==> src/pps_pkg.sv <==
// Shared constants, types and helpers of the preemptive priority scheduler.
package pps_pkg;

  localparam int QUEUE_DEPTH = 32;
  localparam int ADDR_W = (QUEUE_DEPTH > 1) ? $clog2(QUEUE_DEPTH) : 1;
  localparam int CNT_W  = $clog2(QUEUE_DEPTH + 1);

  localparam int ID_W   = 16;
  localparam int ARR_W  = 31;
  localparam int DUR_W  = 31;
  localparam int PRIO_W = 8;
  localparam int TIME_W = 33;

  localparam logic [ARR_W-1:0]  ARRIVAL_MAX = 31'h7fffffff;
  localparam logic [TIME_W-1:0] TIME_MAX    = {TIME_W{1'b1}};

  localparam logic KIND_DONE   = 1'b0;
  localparam logic KIND_REJECT = 1'b1;

  typedef struct packed {
    logic [ID_W-1:0]   id;
    logic [PRIO_W-1:0] prio;
    logic [ARR_W-1:0]  arr;
    logic [DUR_W-1:0]  rem;
  } entry_t;

  // request from the sequencer to the result stage
  typedef struct packed {
    logic              push;
    logic              flush;
    logic [ID_W-1:0]   id;
    logic [TIME_W-1:0] ftime;
    logic              kind;
  } emit_t;

  typedef struct packed {
    logic ok;
    logic held;
  } outq_stat_t;

  // a beats b: higher priority, or same priority and earlier arrival
  function automatic logic better(input entry_t a, input entry_t b);
    better = (a.prio > b.prio) || ((a.prio == b.prio) && (a.arr < b.arr));
  endfunction

endpackage

==> src/pps_if.sv <==
// Valid/ready channel interfaces for arrivals and results.
interface pps_in_if;
  logic                         valid;
  logic                         ready;
  logic [pps_pkg::ID_W-1:0]     job_id;
  logic [pps_pkg::ARR_W-1:0]    arrival_time;
  logic [pps_pkg::DUR_W-1:0]    duration;
  logic [pps_pkg::PRIO_W-1:0]   priority_req;
  logic                         drain;
  modport source (output valid, job_id, arrival_time, duration, priority_req, drain,
                  input ready);
  modport sink (input valid, job_id, arrival_time, duration, priority_req, drain,
                output ready);
endinterface

interface pps_out_if;
  logic                         valid;
  logic                         ready;
  logic [pps_pkg::ID_W-1:0]     done_id;
  logic [pps_pkg::TIME_W-1:0]   finish_time;
  logic                         result_kind;
  logic                         last;
  modport source (output valid, done_id, finish_time, result_kind, last, input ready);
  modport sink (input valid, done_id, finish_time, result_kind, last, output ready);
endinterface

==> src/pps_store.sv <==
// Pending-job memory: one write port, one registered read port.
module pps_store (
  input  logic                         clk,
  input  logic                         we,
  input  logic [pps_pkg::ADDR_W-1:0]   waddr,
  input  pps_pkg::entry_t              wdata,
  input  logic [pps_pkg::ADDR_W-1:0]   raddr,
  output pps_pkg::entry_t              rdata
);

  pps_pkg::entry_t mem [pps_pkg::QUEUE_DEPTH];

  always_ff @(posedge clk) begin
    if (we) begin
      mem[waddr] <= wdata;
    end
    rdata <= mem[raddr];
  end

endmodule

==> src/pps_outq.sv <==
// Result stage: holds the newest word until its last flag is known, then registers it out.
module pps_outq (
  input  logic                   clk,
  input  logic                   rst_n,
  input  pps_pkg::emit_t         req,
  output pps_pkg::outq_stat_t    stat,
  pps_out_if.source              out_ch
);

  logic                          ov_r, ov_nxt;
  logic                          hv_r, hv_nxt;
  logic [pps_pkg::ID_W-1:0]      hid_r;
  logic [pps_pkg::TIME_W-1:0]    htime_r;
  logic                          hkind_r;
  logic [pps_pkg::ID_W-1:0]      oid_r;
  logic [pps_pkg::TIME_W-1:0]    otime_r;
  logic                          okind_r, olast_r;
  logic                          can, load_out, load_hold;

  assign can       = !ov_r || out_ch.ready;
  assign load_hold = req.push && can;
  assign load_out  = can && hv_r && (req.push || req.flush);

  always_comb begin
    ov_nxt = ov_r && !out_ch.ready;
    hv_nxt = hv_r;
    if (load_out) begin
      ov_nxt = 1'b1;
      hv_nxt = 1'b0;
    end
    if (load_hold) begin
      hv_nxt = 1'b1;
    end
  end

  always_ff @(posedge clk) begin
    if (!rst_n) begin
      ov_r <= 1'b0;
      hv_r <= 1'b0;
    end else begin
      ov_r <= ov_nxt;
      hv_r <= hv_nxt;
    end
  end

  always_ff @(posedge clk) begin
    if (load_out) begin
      oid_r   <= hid_r;
      otime_r <= htime_r;
      okind_r <= hkind_r;
      olast_r <= !req.push;
    end
    if (load_hold) begin
      hid_r   <= req.id;
      htime_r <= req.ftime;
      hkind_r <= req.kind;
    end
  end

  assign stat.ok          = can;
  assign stat.held        = hv_r;
  assign out_ch.valid       = ov_r;
  assign out_ch.done_id     = oid_r;
  assign out_ch.finish_time = otime_r;
  assign out_ch.result_kind = okind_r;
  assign out_ch.last        = olast_r;

endmodule

==> src/preemptive_priority_scheduler_core.sv <==
// Top level: sequencer around a scan comparator shared by advance and drain, and the pending memory.
// Arrivals are taken one at a time; in_ch.ready is high only in the idle state. Each arrival
// runs pending jobs up to its arrival (scan, gap, compare, then apply: preempt, or finish and
// shift the later slots down), is inserted or rejected, drains all pending jobs if asked, and
// ends with a flush of the held word; output stalls lengthen any of these. A result word is
// held until the next word or the end of its arrival, then registered out. Reset (rst_n low,
// synchronous) clears time, count and handshake state; memory is not cleared.
module preemptive_priority_scheduler_core (
  input  logic        clk,
  input  logic        rst_n,
  pps_in_if.sink      in_ch,
  pps_out_if.source   out_ch
);

  localparam logic [3:0] S_IDLE    = 4'd0;
  localparam logic [3:0] S_ADV_CHK = 4'd1;
  localparam logic [3:0] S_SCAN    = 4'd2;
  localparam logic [3:0] S_GAP     = 4'd3;
  localparam logic [3:0] S_CMP     = 4'd4;
  localparam logic [3:0] S_APPLY   = 4'd5;
  localparam logic [3:0] S_RM      = 4'd6;
  localparam logic [3:0] S_INS     = 4'd7;
  localparam logic [3:0] S_DRN_CHK = 4'd8;
  localparam logic [3:0] S_DRN     = 4'd9;
  localparam logic [3:0] S_FIN     = 4'd10;

  localparam int AW = pps_pkg::ADDR_W;
  localparam int CW = pps_pkg::CNT_W;
  localparam int TW = pps_pkg::TIME_W;

  logic [3:0]                  st_r, st_nxt;
  logic [TW-1:0]               cur_r, cur_nxt;
  logic [CW-1:0]               cnt_r, cnt_nxt;
  logic [TW-1:0]               tgt_r, tgt_nxt;
  logic [pps_pkg::ID_W-1:0]    id_r, id_nxt;
  logic [pps_pkg::DUR_W-1:0]   dur_r, dur_nxt;
  logic [pps_pkg::PRIO_W-1:0]  prio_r, prio_nxt;
  logic                        drn_r, drn_nxt;
  logic                        mode_r, mode_nxt;
  logic [CW-1:0]               idx_r, idx_nxt;
  logic                        dv_r, dv_nxt;
  logic [CW-1:0]               didx_r, didx_nxt;
  pps_pkg::entry_t             best_r, best_nxt;
  logic [AW-1:0]               bidx_r, bidx_nxt;
  logic [TW-1:0]               gap_r, gap_nxt;
  logic                        fin_r, fin_nxt;
  logic [pps_pkg::DUR_W-1:0]   nrem_r, nrem_nxt;

  logic                        we;
  logic [AW-1:0]               waddr;
  pps_pkg::entry_t             wdata;
  pps_pkg::entry_t             rdata;
  logic                        issue;
  logic                        full;
  logic [TW-1:0]               arr33;
  logic [TW-1:0]               sum_adv;
  logic [TW:0]                 sum_drn;
  logic [TW-1:0]               nt_drn;
  logic [CW-1:0]               rm_start;
  pps_pkg::emit_t              req;
  pps_pkg::outq_stat_t         stat;

  pps_store u_store (
    .clk   (clk),
    .we    (we),
    .waddr (waddr),
    .wdata (wdata),
    .raddr (idx_r[AW-1:0]),
    .rdata (rdata)
  );

  pps_outq u_outq (
    .clk    (clk),
    .rst_n  (rst_n),
    .req    (req),
    .stat   (stat),
    .out_ch (out_ch)
  );

  assign in_ch.ready = (st_r == S_IDLE);
  assign issue    = (idx_r < cnt_r);
  assign full     = (cnt_r == CW'(pps_pkg::QUEUE_DEPTH));
  assign arr33    = TW'(in_ch.arrival_time);
  assign sum_adv  = cur_r + TW'(best_r.rem);
  assign sum_drn  = {1'b0, cur_r} + (TW + 1)'(best_r.rem);
  assign nt_drn   = sum_drn[TW] ? pps_pkg::TIME_MAX : sum_drn[TW-1:0];
  assign rm_start = CW'(bidx_r) + CW'(1);

  always_comb begin
    st_nxt   = st_r;
    cur_nxt  = cur_r;
    cnt_nxt  = cnt_r;
    tgt_nxt  = tgt_r;
    id_nxt   = id_r;
    dur_nxt  = dur_r;
    prio_nxt = prio_r;
    drn_nxt  = drn_r;
    mode_nxt = mode_r;
    idx_nxt  = idx_r;
    dv_nxt   = 1'b0;
    didx_nxt = didx_r;
    best_nxt = best_r;
    bidx_nxt = bidx_r;
    gap_nxt  = gap_r;
    fin_nxt  = fin_r;
    nrem_nxt = nrem_r;
    we       = 1'b0;
    waddr    = bidx_r;
    wdata    = best_r;
    req      = '0;

    unique case (st_r)
      S_IDLE: begin
        if (in_ch.valid) begin
          id_nxt   = in_ch.job_id;
          dur_nxt  = in_ch.duration;
          prio_nxt = in_ch.priority_req;
          drn_nxt  = in_ch.drain;
          tgt_nxt  = (arr33 < cur_r) ? cur_r : arr33;
          st_nxt   = S_ADV_CHK;
        end
      end
      S_ADV_CHK: begin
        if (cnt_r != '0 && cur_r < tgt_r) begin
          mode_nxt = 1'b0;
          idx_nxt  = '0;
          st_nxt   = S_SCAN;
        end else begin
          cur_nxt = tgt_r;
          st_nxt  = S_INS;
        end
      end
      S_SCAN: begin
        if (issue) begin
          idx_nxt  = idx_r + CW'(1);
          dv_nxt   = 1'b1;
          didx_nxt = idx_r;
        end
        if (dv_r) begin
          if (didx_r == '0 || pps_pkg::better(rdata, best_r)) begin
            best_nxt = rdata;
            bidx_nxt = didx_r[AW-1:0];
          end
          if (didx_r == cnt_r - CW'(1)) begin
            st_nxt = mode_r ? S_DRN : S_GAP;
          end
        end
      end
      S_GAP: begin
        gap_nxt = tgt_r - cur_r;
        st_nxt  = S_CMP;
      end
      S_CMP: begin
        fin_nxt  = (TW'(best_r.rem) <= gap_r);
        nrem_nxt = best_r.rem - gap_r[pps_pkg::DUR_W-1:0];
        st_nxt   = S_APPLY;
      end
      S_APPLY: begin
        if (fin_r) begin
          if (stat.ok) begin
            req.push  = 1'b1;
            req.id    = best_r.id;
            req.ftime = sum_adv;
            req.kind  = pps_pkg::KIND_DONE;
            cur_nxt   = sum_adv;
            idx_nxt   = rm_start;
            st_nxt    = S_RM;
          end
        end else begin
          // preempted at the arrival tick
          we        = 1'b1;
          wdata.rem = nrem_r;
          cur_nxt   = tgt_r;
          st_nxt    = S_INS;
        end
      end
      S_RM: begin
        if (issue) begin
          idx_nxt  = idx_r + CW'(1);
          dv_nxt   = 1'b1;
          didx_nxt = idx_r;
        end
        if (dv_r) begin
          we    = 1'b1;
          waddr = AW'(didx_r - CW'(1));
          wdata = rdata;
        end
        if (!issue && !dv_r) begin
          cnt_nxt = cnt_r - CW'(1);
          st_nxt  = mode_r ? S_DRN_CHK : S_ADV_CHK;
        end
      end
      S_INS: begin
        if (full) begin
          if (stat.ok) begin
            req.push  = 1'b1;
            req.id    = id_r;
            req.ftime = '0;
            req.kind  = pps_pkg::KIND_REJECT;
            st_nxt    = drn_r ? S_DRN_CHK : S_FIN;
          end
        end else begin
          we         = 1'b1;
          waddr      = AW'(cnt_r);
          wdata.id   = id_r;
          wdata.prio = prio_r;
          wdata.arr  = (tgt_r > TW'(pps_pkg::ARRIVAL_MAX)) ? pps_pkg::ARRIVAL_MAX
                                                            : tgt_r[pps_pkg::ARR_W-1:0];
          wdata.rem  = dur_r;
          cnt_nxt    = cnt_r + CW'(1);
          st_nxt     = drn_r ? S_DRN_CHK : S_FIN;
        end
      end
      S_DRN_CHK: begin
        if (cnt_r != '0) begin
          mode_nxt = 1'b1;
          idx_nxt  = '0;
          st_nxt   = S_SCAN;
        end else begin
          st_nxt = S_FIN;
        end
      end
      S_DRN: begin
        if (stat.ok) begin
          req.push  = 1'b1;
          req.id    = best_r.id;
          req.ftime = nt_drn;
          req.kind  = pps_pkg::KIND_DONE;
          cur_nxt   = nt_drn;
          idx_nxt   = rm_start;
          st_nxt    = S_RM;
        end
      end
      S_FIN: begin
        req.flush = 1'b1;
        if (!stat.held) begin
          st_nxt = S_IDLE;
        end
      end
      default: begin
        st_nxt = S_IDLE;
      end
    endcase
  end

  always_ff @(posedge clk) begin
    if (!rst_n) begin
      st_r  <= S_IDLE;
      cur_r <= '0;
      cnt_r <= '0;
      dv_r  <= 1'b0;
    end else begin
      st_r  <= st_nxt;
      cur_r <= cur_nxt;
      cnt_r <= cnt_nxt;
      dv_r  <= dv_nxt;
    end
  end

  always_ff @(posedge clk) begin
    tgt_r  <= tgt_nxt;
    id_r   <= id_nxt;
    dur_r  <= dur_nxt;
    prio_r <= prio_nxt;
    drn_r  <= drn_nxt;
    mode_r <= mode_nxt;
    idx_r  <= idx_nxt;
    didx_r <= didx_nxt;
    best_r <= best_nxt;
    bidx_r <= bidx_nxt;
    gap_r  <= gap_nxt;
    fin_r  <= fin_nxt;
    nrem_r <= nrem_nxt;
  end

  a_cnt_bound: assert property (@(posedge clk) disable iff (!rst_n)
    cnt_r <= CW'(pps_pkg::QUEUE_DEPTH))
    else $error("pending count above depth");

  a_ready_empty: assert property (@(posedge clk) disable iff (!rst_n)
    in_ch.ready |-> !stat.held)
    else $error("input ready while a result word is still held");

  a_time_mono: assert property (@(posedge clk) disable iff (!rst_n)
    $past(rst_n) |-> cur_r >= $past(cur_r))
    else $error("current time went backward");

  a_push_room: assert property (@(posedge clk) disable iff (!rst_n)
    req.push |-> stat.ok)
    else $error("result pushed with no room");

endmodule

==> src/flat_wrapper.sv <==
// flat-port wrapper written by rule: the top's interface ports become plain ports
module preemptive_priority_scheduler_core_flat 
  (clk, rst_n, in_ch_valid, in_ch_job_id, in_ch_arrival_time, in_ch_duration, in_ch_priority_req, in_ch_drain, in_ch_ready, out_ch_valid, out_ch_done_id, out_ch_finish_time, out_ch_result_kind, out_ch_last, out_ch_ready);
  pps_in_if in_ch_i ();
  pps_out_if out_ch_i ();
  input  logic clk;
  input  logic rst_n;
  input wire logic [$bits(in_ch_i.valid)-1:0] in_ch_valid;
  input wire logic [$bits(in_ch_i.job_id)-1:0] in_ch_job_id;
  input wire logic [$bits(in_ch_i.arrival_time)-1:0] in_ch_arrival_time;
  input wire logic [$bits(in_ch_i.duration)-1:0] in_ch_duration;
  input wire logic [$bits(in_ch_i.priority_req)-1:0] in_ch_priority_req;
  input wire logic [$bits(in_ch_i.drain)-1:0] in_ch_drain;
  output wire logic [$bits(in_ch_i.ready)-1:0] in_ch_ready;
  output wire logic [$bits(out_ch_i.valid)-1:0] out_ch_valid;
  output wire logic [$bits(out_ch_i.done_id)-1:0] out_ch_done_id;
  output wire logic [$bits(out_ch_i.finish_time)-1:0] out_ch_finish_time;
  output wire logic [$bits(out_ch_i.result_kind)-1:0] out_ch_result_kind;
  output wire logic [$bits(out_ch_i.last)-1:0] out_ch_last;
  input wire logic [$bits(out_ch_i.ready)-1:0] out_ch_ready;
  assign in_ch_i.valid = in_ch_valid;
  assign in_ch_i.job_id = in_ch_job_id;
  assign in_ch_i.arrival_time = in_ch_arrival_time;
  assign in_ch_i.duration = in_ch_duration;
  assign in_ch_i.priority_req = in_ch_priority_req;
  assign in_ch_i.drain = in_ch_drain;
  assign in_ch_ready = in_ch_i.ready;
  assign out_ch_valid = out_ch_i.valid;
  assign out_ch_done_id = out_ch_i.done_id;
  assign out_ch_finish_time = out_ch_i.finish_time;
  assign out_ch_result_kind = out_ch_i.result_kind;
  assign out_ch_last = out_ch_i.last;
  assign out_ch_i.ready = out_ch_ready;
  preemptive_priority_scheduler_core u_core (.clk(clk), .rst_n(rst_n), .in_ch(in_ch_i), .out_ch(out_ch_i));
endmodule
==> config.mk <==
export PLATFORM = sky130hd
export DESIGN_NAME = preemptive_priority_scheduler_core_flat
export DESIGN_NICKNAME = d
export VERILOG_FILES = /design/src/pps_pkg.sv /design/src/pps_if.sv /design/src/pps_store.sv /design/src/pps_outq.sv /design/src/preemptive_priority_scheduler_core.sv /design/src/flat_wrapper.sv
export SDC_FILE = /design/constraint.sdc
export NUM_CORES = 2
export LEC_CHECK = 0
export BUFFER_PORTS_ARGS = -buffer_cell sky130_fd_sc_hd__clkbuf_2
export CAP_MARGIN = 10
export CORE_MARGIN = 8
export CORE_UTILIZATION = 30
export DETAILED_ROUTE_END_ITERATION = 7
export HOLD_SLACK_MARGIN = 0.02
export SLEW_MARGIN = 5
export SYNTH_ARGS = -nofsm -noshare
export SYNTH_HDL_FRONTEND = slang
export SYNTH_SLANG_ARGS = --single-unit
==> constraint.sdc <==
create_clock -name clk -period 14.34 [get_ports clk]
set_input_delay 0.717 -clock clk [delete_from_list [all_inputs] [get_ports clk]]
set_output_delay 0.717 -clock clk [all_outputs]
set_load 0.05 [all_outputs]
==> out/results.tsv <==
stage	metric	value	unit
run_status	outcome	finished, violations left	
run_status	violations	DRC	
timing	finalCritPeriodShare	49.6	%
finish	final_util	34.8	%
routing	wirelength	343000	um
setup_path	critical_path.startpoint_type	register	
timing	min_period	7.11	ns
synth	ys_seq_area_share	74.6	%
placement	dp_hpwl	201000	um
routing	dr.pass1.iters	8	
pwr	p_sw	0.00743	W
global_routing	grt-ovfl-total	0	
synth	synth_top_family_by_area	multiplexers	
clock_tree	path_clk_slew	0.07	ns
floorplanning	start_util	30.1	%
setup_path	arrival	7.55	ns
synth	synth_compound_area_share	3.28	%
global_routing	grt_max_degree	144	
synth	synth_nets	6433	
placement	post-place-cells	11900	
synth	syn-instance-count	6166	
pwr	peakVddDrop	202	uV
clock_tree	cts_buffer_depth	4	
min_path	min_path_type	in2reg	
placement	dpl_cell_area	0.137	mm2
clock_tree	cts_inserted_buffers	318	
clock_tree	post_cts_buffers	0	
timing	worst_slack	7.23	ns
finish	n_fill_cell	39200	
routing	via_per_inst	5.17	
timing	maxSlewViolCount	0	
clock_tree	htreeDepth	5	
synth	synthSimpleGateAreaFrac	2.16	%
timing	finalSetupViolations	0	
finish	layout-drive-gt1-share	27.5	%
synth	yosys-top-cells-area	edfxtp_1 73%, mux4_2 15%, dfxtp_1 2.1%, ha_1 1.7%, mux2_2 1.0%	
setup_path	crit_type	reg2reg	
clock_tree	clockRootBuffer	clkbuf_16	
synth	yosys.area.top_type_share	72.6	%
floorplanning	die_h	671	um
synth	netlist_top_cells_count	3,111 x edfxtp_1, 860 x mux4_2, 195 x nand2_1	
synth	yosysTopAreaCell	edfxtp_1	
synth	ys.flop_type	edfxtp_1	
global_routing	antenna_found_initial	25	
clock_tree	tritoncts	done	
timing	maxSlewHeadroom	16.2	%
floorplanning	ios	144	
synth	synthArstFlopShare	0	%
placement	port-buffer-count	143	
timing	tightestPinTransition	1.25	ns
finish	nets	6810	
synth	yosys_warnings	0	
timing	hold_viol_final	0	
routing	routedWlPerCell	27.4	um
setup_path	path_max_fanout	48	
floorplanning	core	0.427	mm2
finish	fin_area	0.149	mm2
finish	regArea	0.0961	mm2
clock_tree	clk_latency	0.90	ns
synth	ys_seq_elements	3243	
global_routing	grt_pass1_vias	65400	
timing	fmax	141	MHz
synth	synth-xor-area-share	0.674	%
floorplanning	dieArea	0.450	mm2
synth	synth-adder-area-share	1.73	%
pwr	intPower	0.0190	W
clock_tree	cts_resized	0	
routing	drc	1	
synth	synth_edf_count	3111	
global_routing	grt_usage	14.6	%
routing	vias	64600	
pwr	power_frac_comb	23.7	%
setup_path	end_kind	register	
synth	synth_mux_area_share	16.1	%
global_routing	grt_pass1_wl	487000	um
synth	yosysMostFrequentCell	edfxtp_1	
pwr	pwr-share-seq	43.3	%
synth	syn_area	0.129	mm2
pwr	p_sw_share	28.2	%
floorplanning	die_x	671	um
pwr	pwr-share-clk	33.0	%
clock_tree	clkSinkCount	3243	
setup_path	required	14.78	ns
synth	synth_cell_types	88	
placement	dp_slack	7.42	ns
timing	timing.setup.tns	0	ns
floorplanning	std_cell_rows	240	
placement	place_congestion	0.866	
routing	drt-initial-drc-count	7585	
routing	ant_nets	0	
clock_tree	hold_buffers	35	
pwr	p_leak	47.3	nW
timing	rsz0062_at_grt	false	
finish	multi_input_area	0.0312	mm2
finish	syn_to_final_growth	15.4	%
pwr	cellPowerDensity	178	mW/mm2
job	maxCapViolations	0	
timing	finClkSkew	0.0899	ns
synth	syn_area_per_cell	20.9	um2
finish	finalNonFillerCells	12500	
==> registers in the layout, summed over array words and instances, names as in the netlist, 4 cells and up <==
| signal | count |
|---|---|
| u_core.didx_r | 6 |
| u_core.id_r | 16 |
| u_core.nrem_r | 31 |
| u_core.idx_r | 6 |
| u_core.prio_r | 8 |
| u_core.u_outq.out_ch.finish_time | 33 |
| u_core.u_outq.htime_r | 33 |
| u_core.tgt_r | 33 |
| u_core.u_store.mem | 2752 |
| u_core.dur_r | 31 |
| u_core.u_outq.out_ch.done_id | 16 |
| u_core.bidx_r | 5 |
| u_core.u_outq.hid_r | 16 |
| u_core.gap_r | 33 |
| u_core.best_r | 86 |
| u_core.cnt_r | 6 |
| u_core.u_store.rdata | 86 |
| u_core.cur_r | 33 |
| u_core.st_r | 4 |
==> layout by cell type (no fill, tap or decap), drive strengths merged, types with 32 or more instances in the layout <==
cell | Yosys | final
o21ai | 106 | 106
dlygate4sd3 | 0 | 35
xor2 | 32 | 32
ha | 173 | 173
nor3 | 34 | 34
edfxtp | 3111 | 3111
clkbuf | 192 | 538
xnor2 | 67 | 67
dfxtp | 132 | 132
buf | 96 | 167
a222oi | 56 | 56
bufinv | 0 | 46
nand2 | 197 | 197
nand3 | 63 | 63
a21oi | 132 | 132
a21o | 97 | 97
nor2 | 176 | 176
mux2 | 120 | 120
clkinv | 1 | 104
mux4 | 860 | 860
inv | 176 | 194
==> cells by family (layout without fill, tap and decap cells) <==
logic type	count (synthesis)	count (layout)
buffers and inverters	465	1095
adders and majority gates	176	176
muxes	986	986
and+or+nand+nor	602	602
AOI/OAI and AO/OA	595	595
xor gates and xnor gates	99	99
DFF	3243	3243
other	0	11
==> power groups by stage <==
stage	clock (W)	combinational, W	sequential [W]
floorplan	0	0.00444	0.0113
global placement	0	0.00619	0.0116
detailed placement	0	0.00624	0.0116
CTS	0.00884	0.00629	0.0114
global route	0.00917	0.00666	0.0114
finish	0.00870	0.00625	0.0114
==> area by class of cell <==
cell class / count / area share [%]
clock inverters: 178 / 1.47
diodes: 11 / 0.0185
clock buffers: 395 / 5.81
multi-input cells: 2458 / 21.0
repair buffers: 345 / 1.76
flip-flops and latches: 3243 / 64.7
well taps: 5687 / 4.79
inverters: 177 / 0.447
==> critical path, cell delays in order (launching register included) <==
cell and delay, ns:
dfxtp_1 0.72, nor2b_1 0.64, and3_1 0.43, nand2_1 0.28, o2111ai_4 0.13, buf_4 0.40
buf_4 0.57, a221oi_1 0.29, nor2_1 0.23, nand2_1 0.60, nor2_4 0.70, buf_4 0.61
buf_4 0.89
==> through the flow <==
| step | total power (W) | hold WS (ns) |
|---|---|---|
| finish | 0.0264 | 0.0785 |
| global route | 0.0273 | 0.0478 |
| CTS | 0.0266 | 0.0236 |
| detailed placement | 0.0179 | 0.405 |
| global placement | 0.0178 | 0.401 |
| floorplan | 0.0157 | 0.400 |
==> metal layers <==
metal,track usage [%],up-vias,wire [um]
met3,2.23,470,24800
met2,24.0,2780,163000
met4,3.95,8,9590
met1,20.3,34800,145000
li1,-,26500,-
met5,0,-,56
==> final timing paths <==
check                                                 startpoint                                         to  slack [ns]  depth (start not counted)
worst max register to register       u_core.st_r[2]$_SDFFE_PN0P_       u_core.u_store.mem[27][11]$_DFFE_PP_        7.23                         12
worst min-delay path                          in_ch_duration[10]                 u_core.dur_r[10]$_DFFE_PP_        0.08                          1
worst min register to register  u_core.u_outq.hid_r[3]$_DFFE_PP_  u_core.u_outq.out_ch.done_id[3]$_DFFE_PP_        0.42                          0
worst max-delay path                 u_core.st_r[2]$_SDFFE_PN0P_       u_core.u_store.mem[27][11]$_DFFE_PP_        7.23                         12
Note: power is estimated with default switching activity, not from simulation.
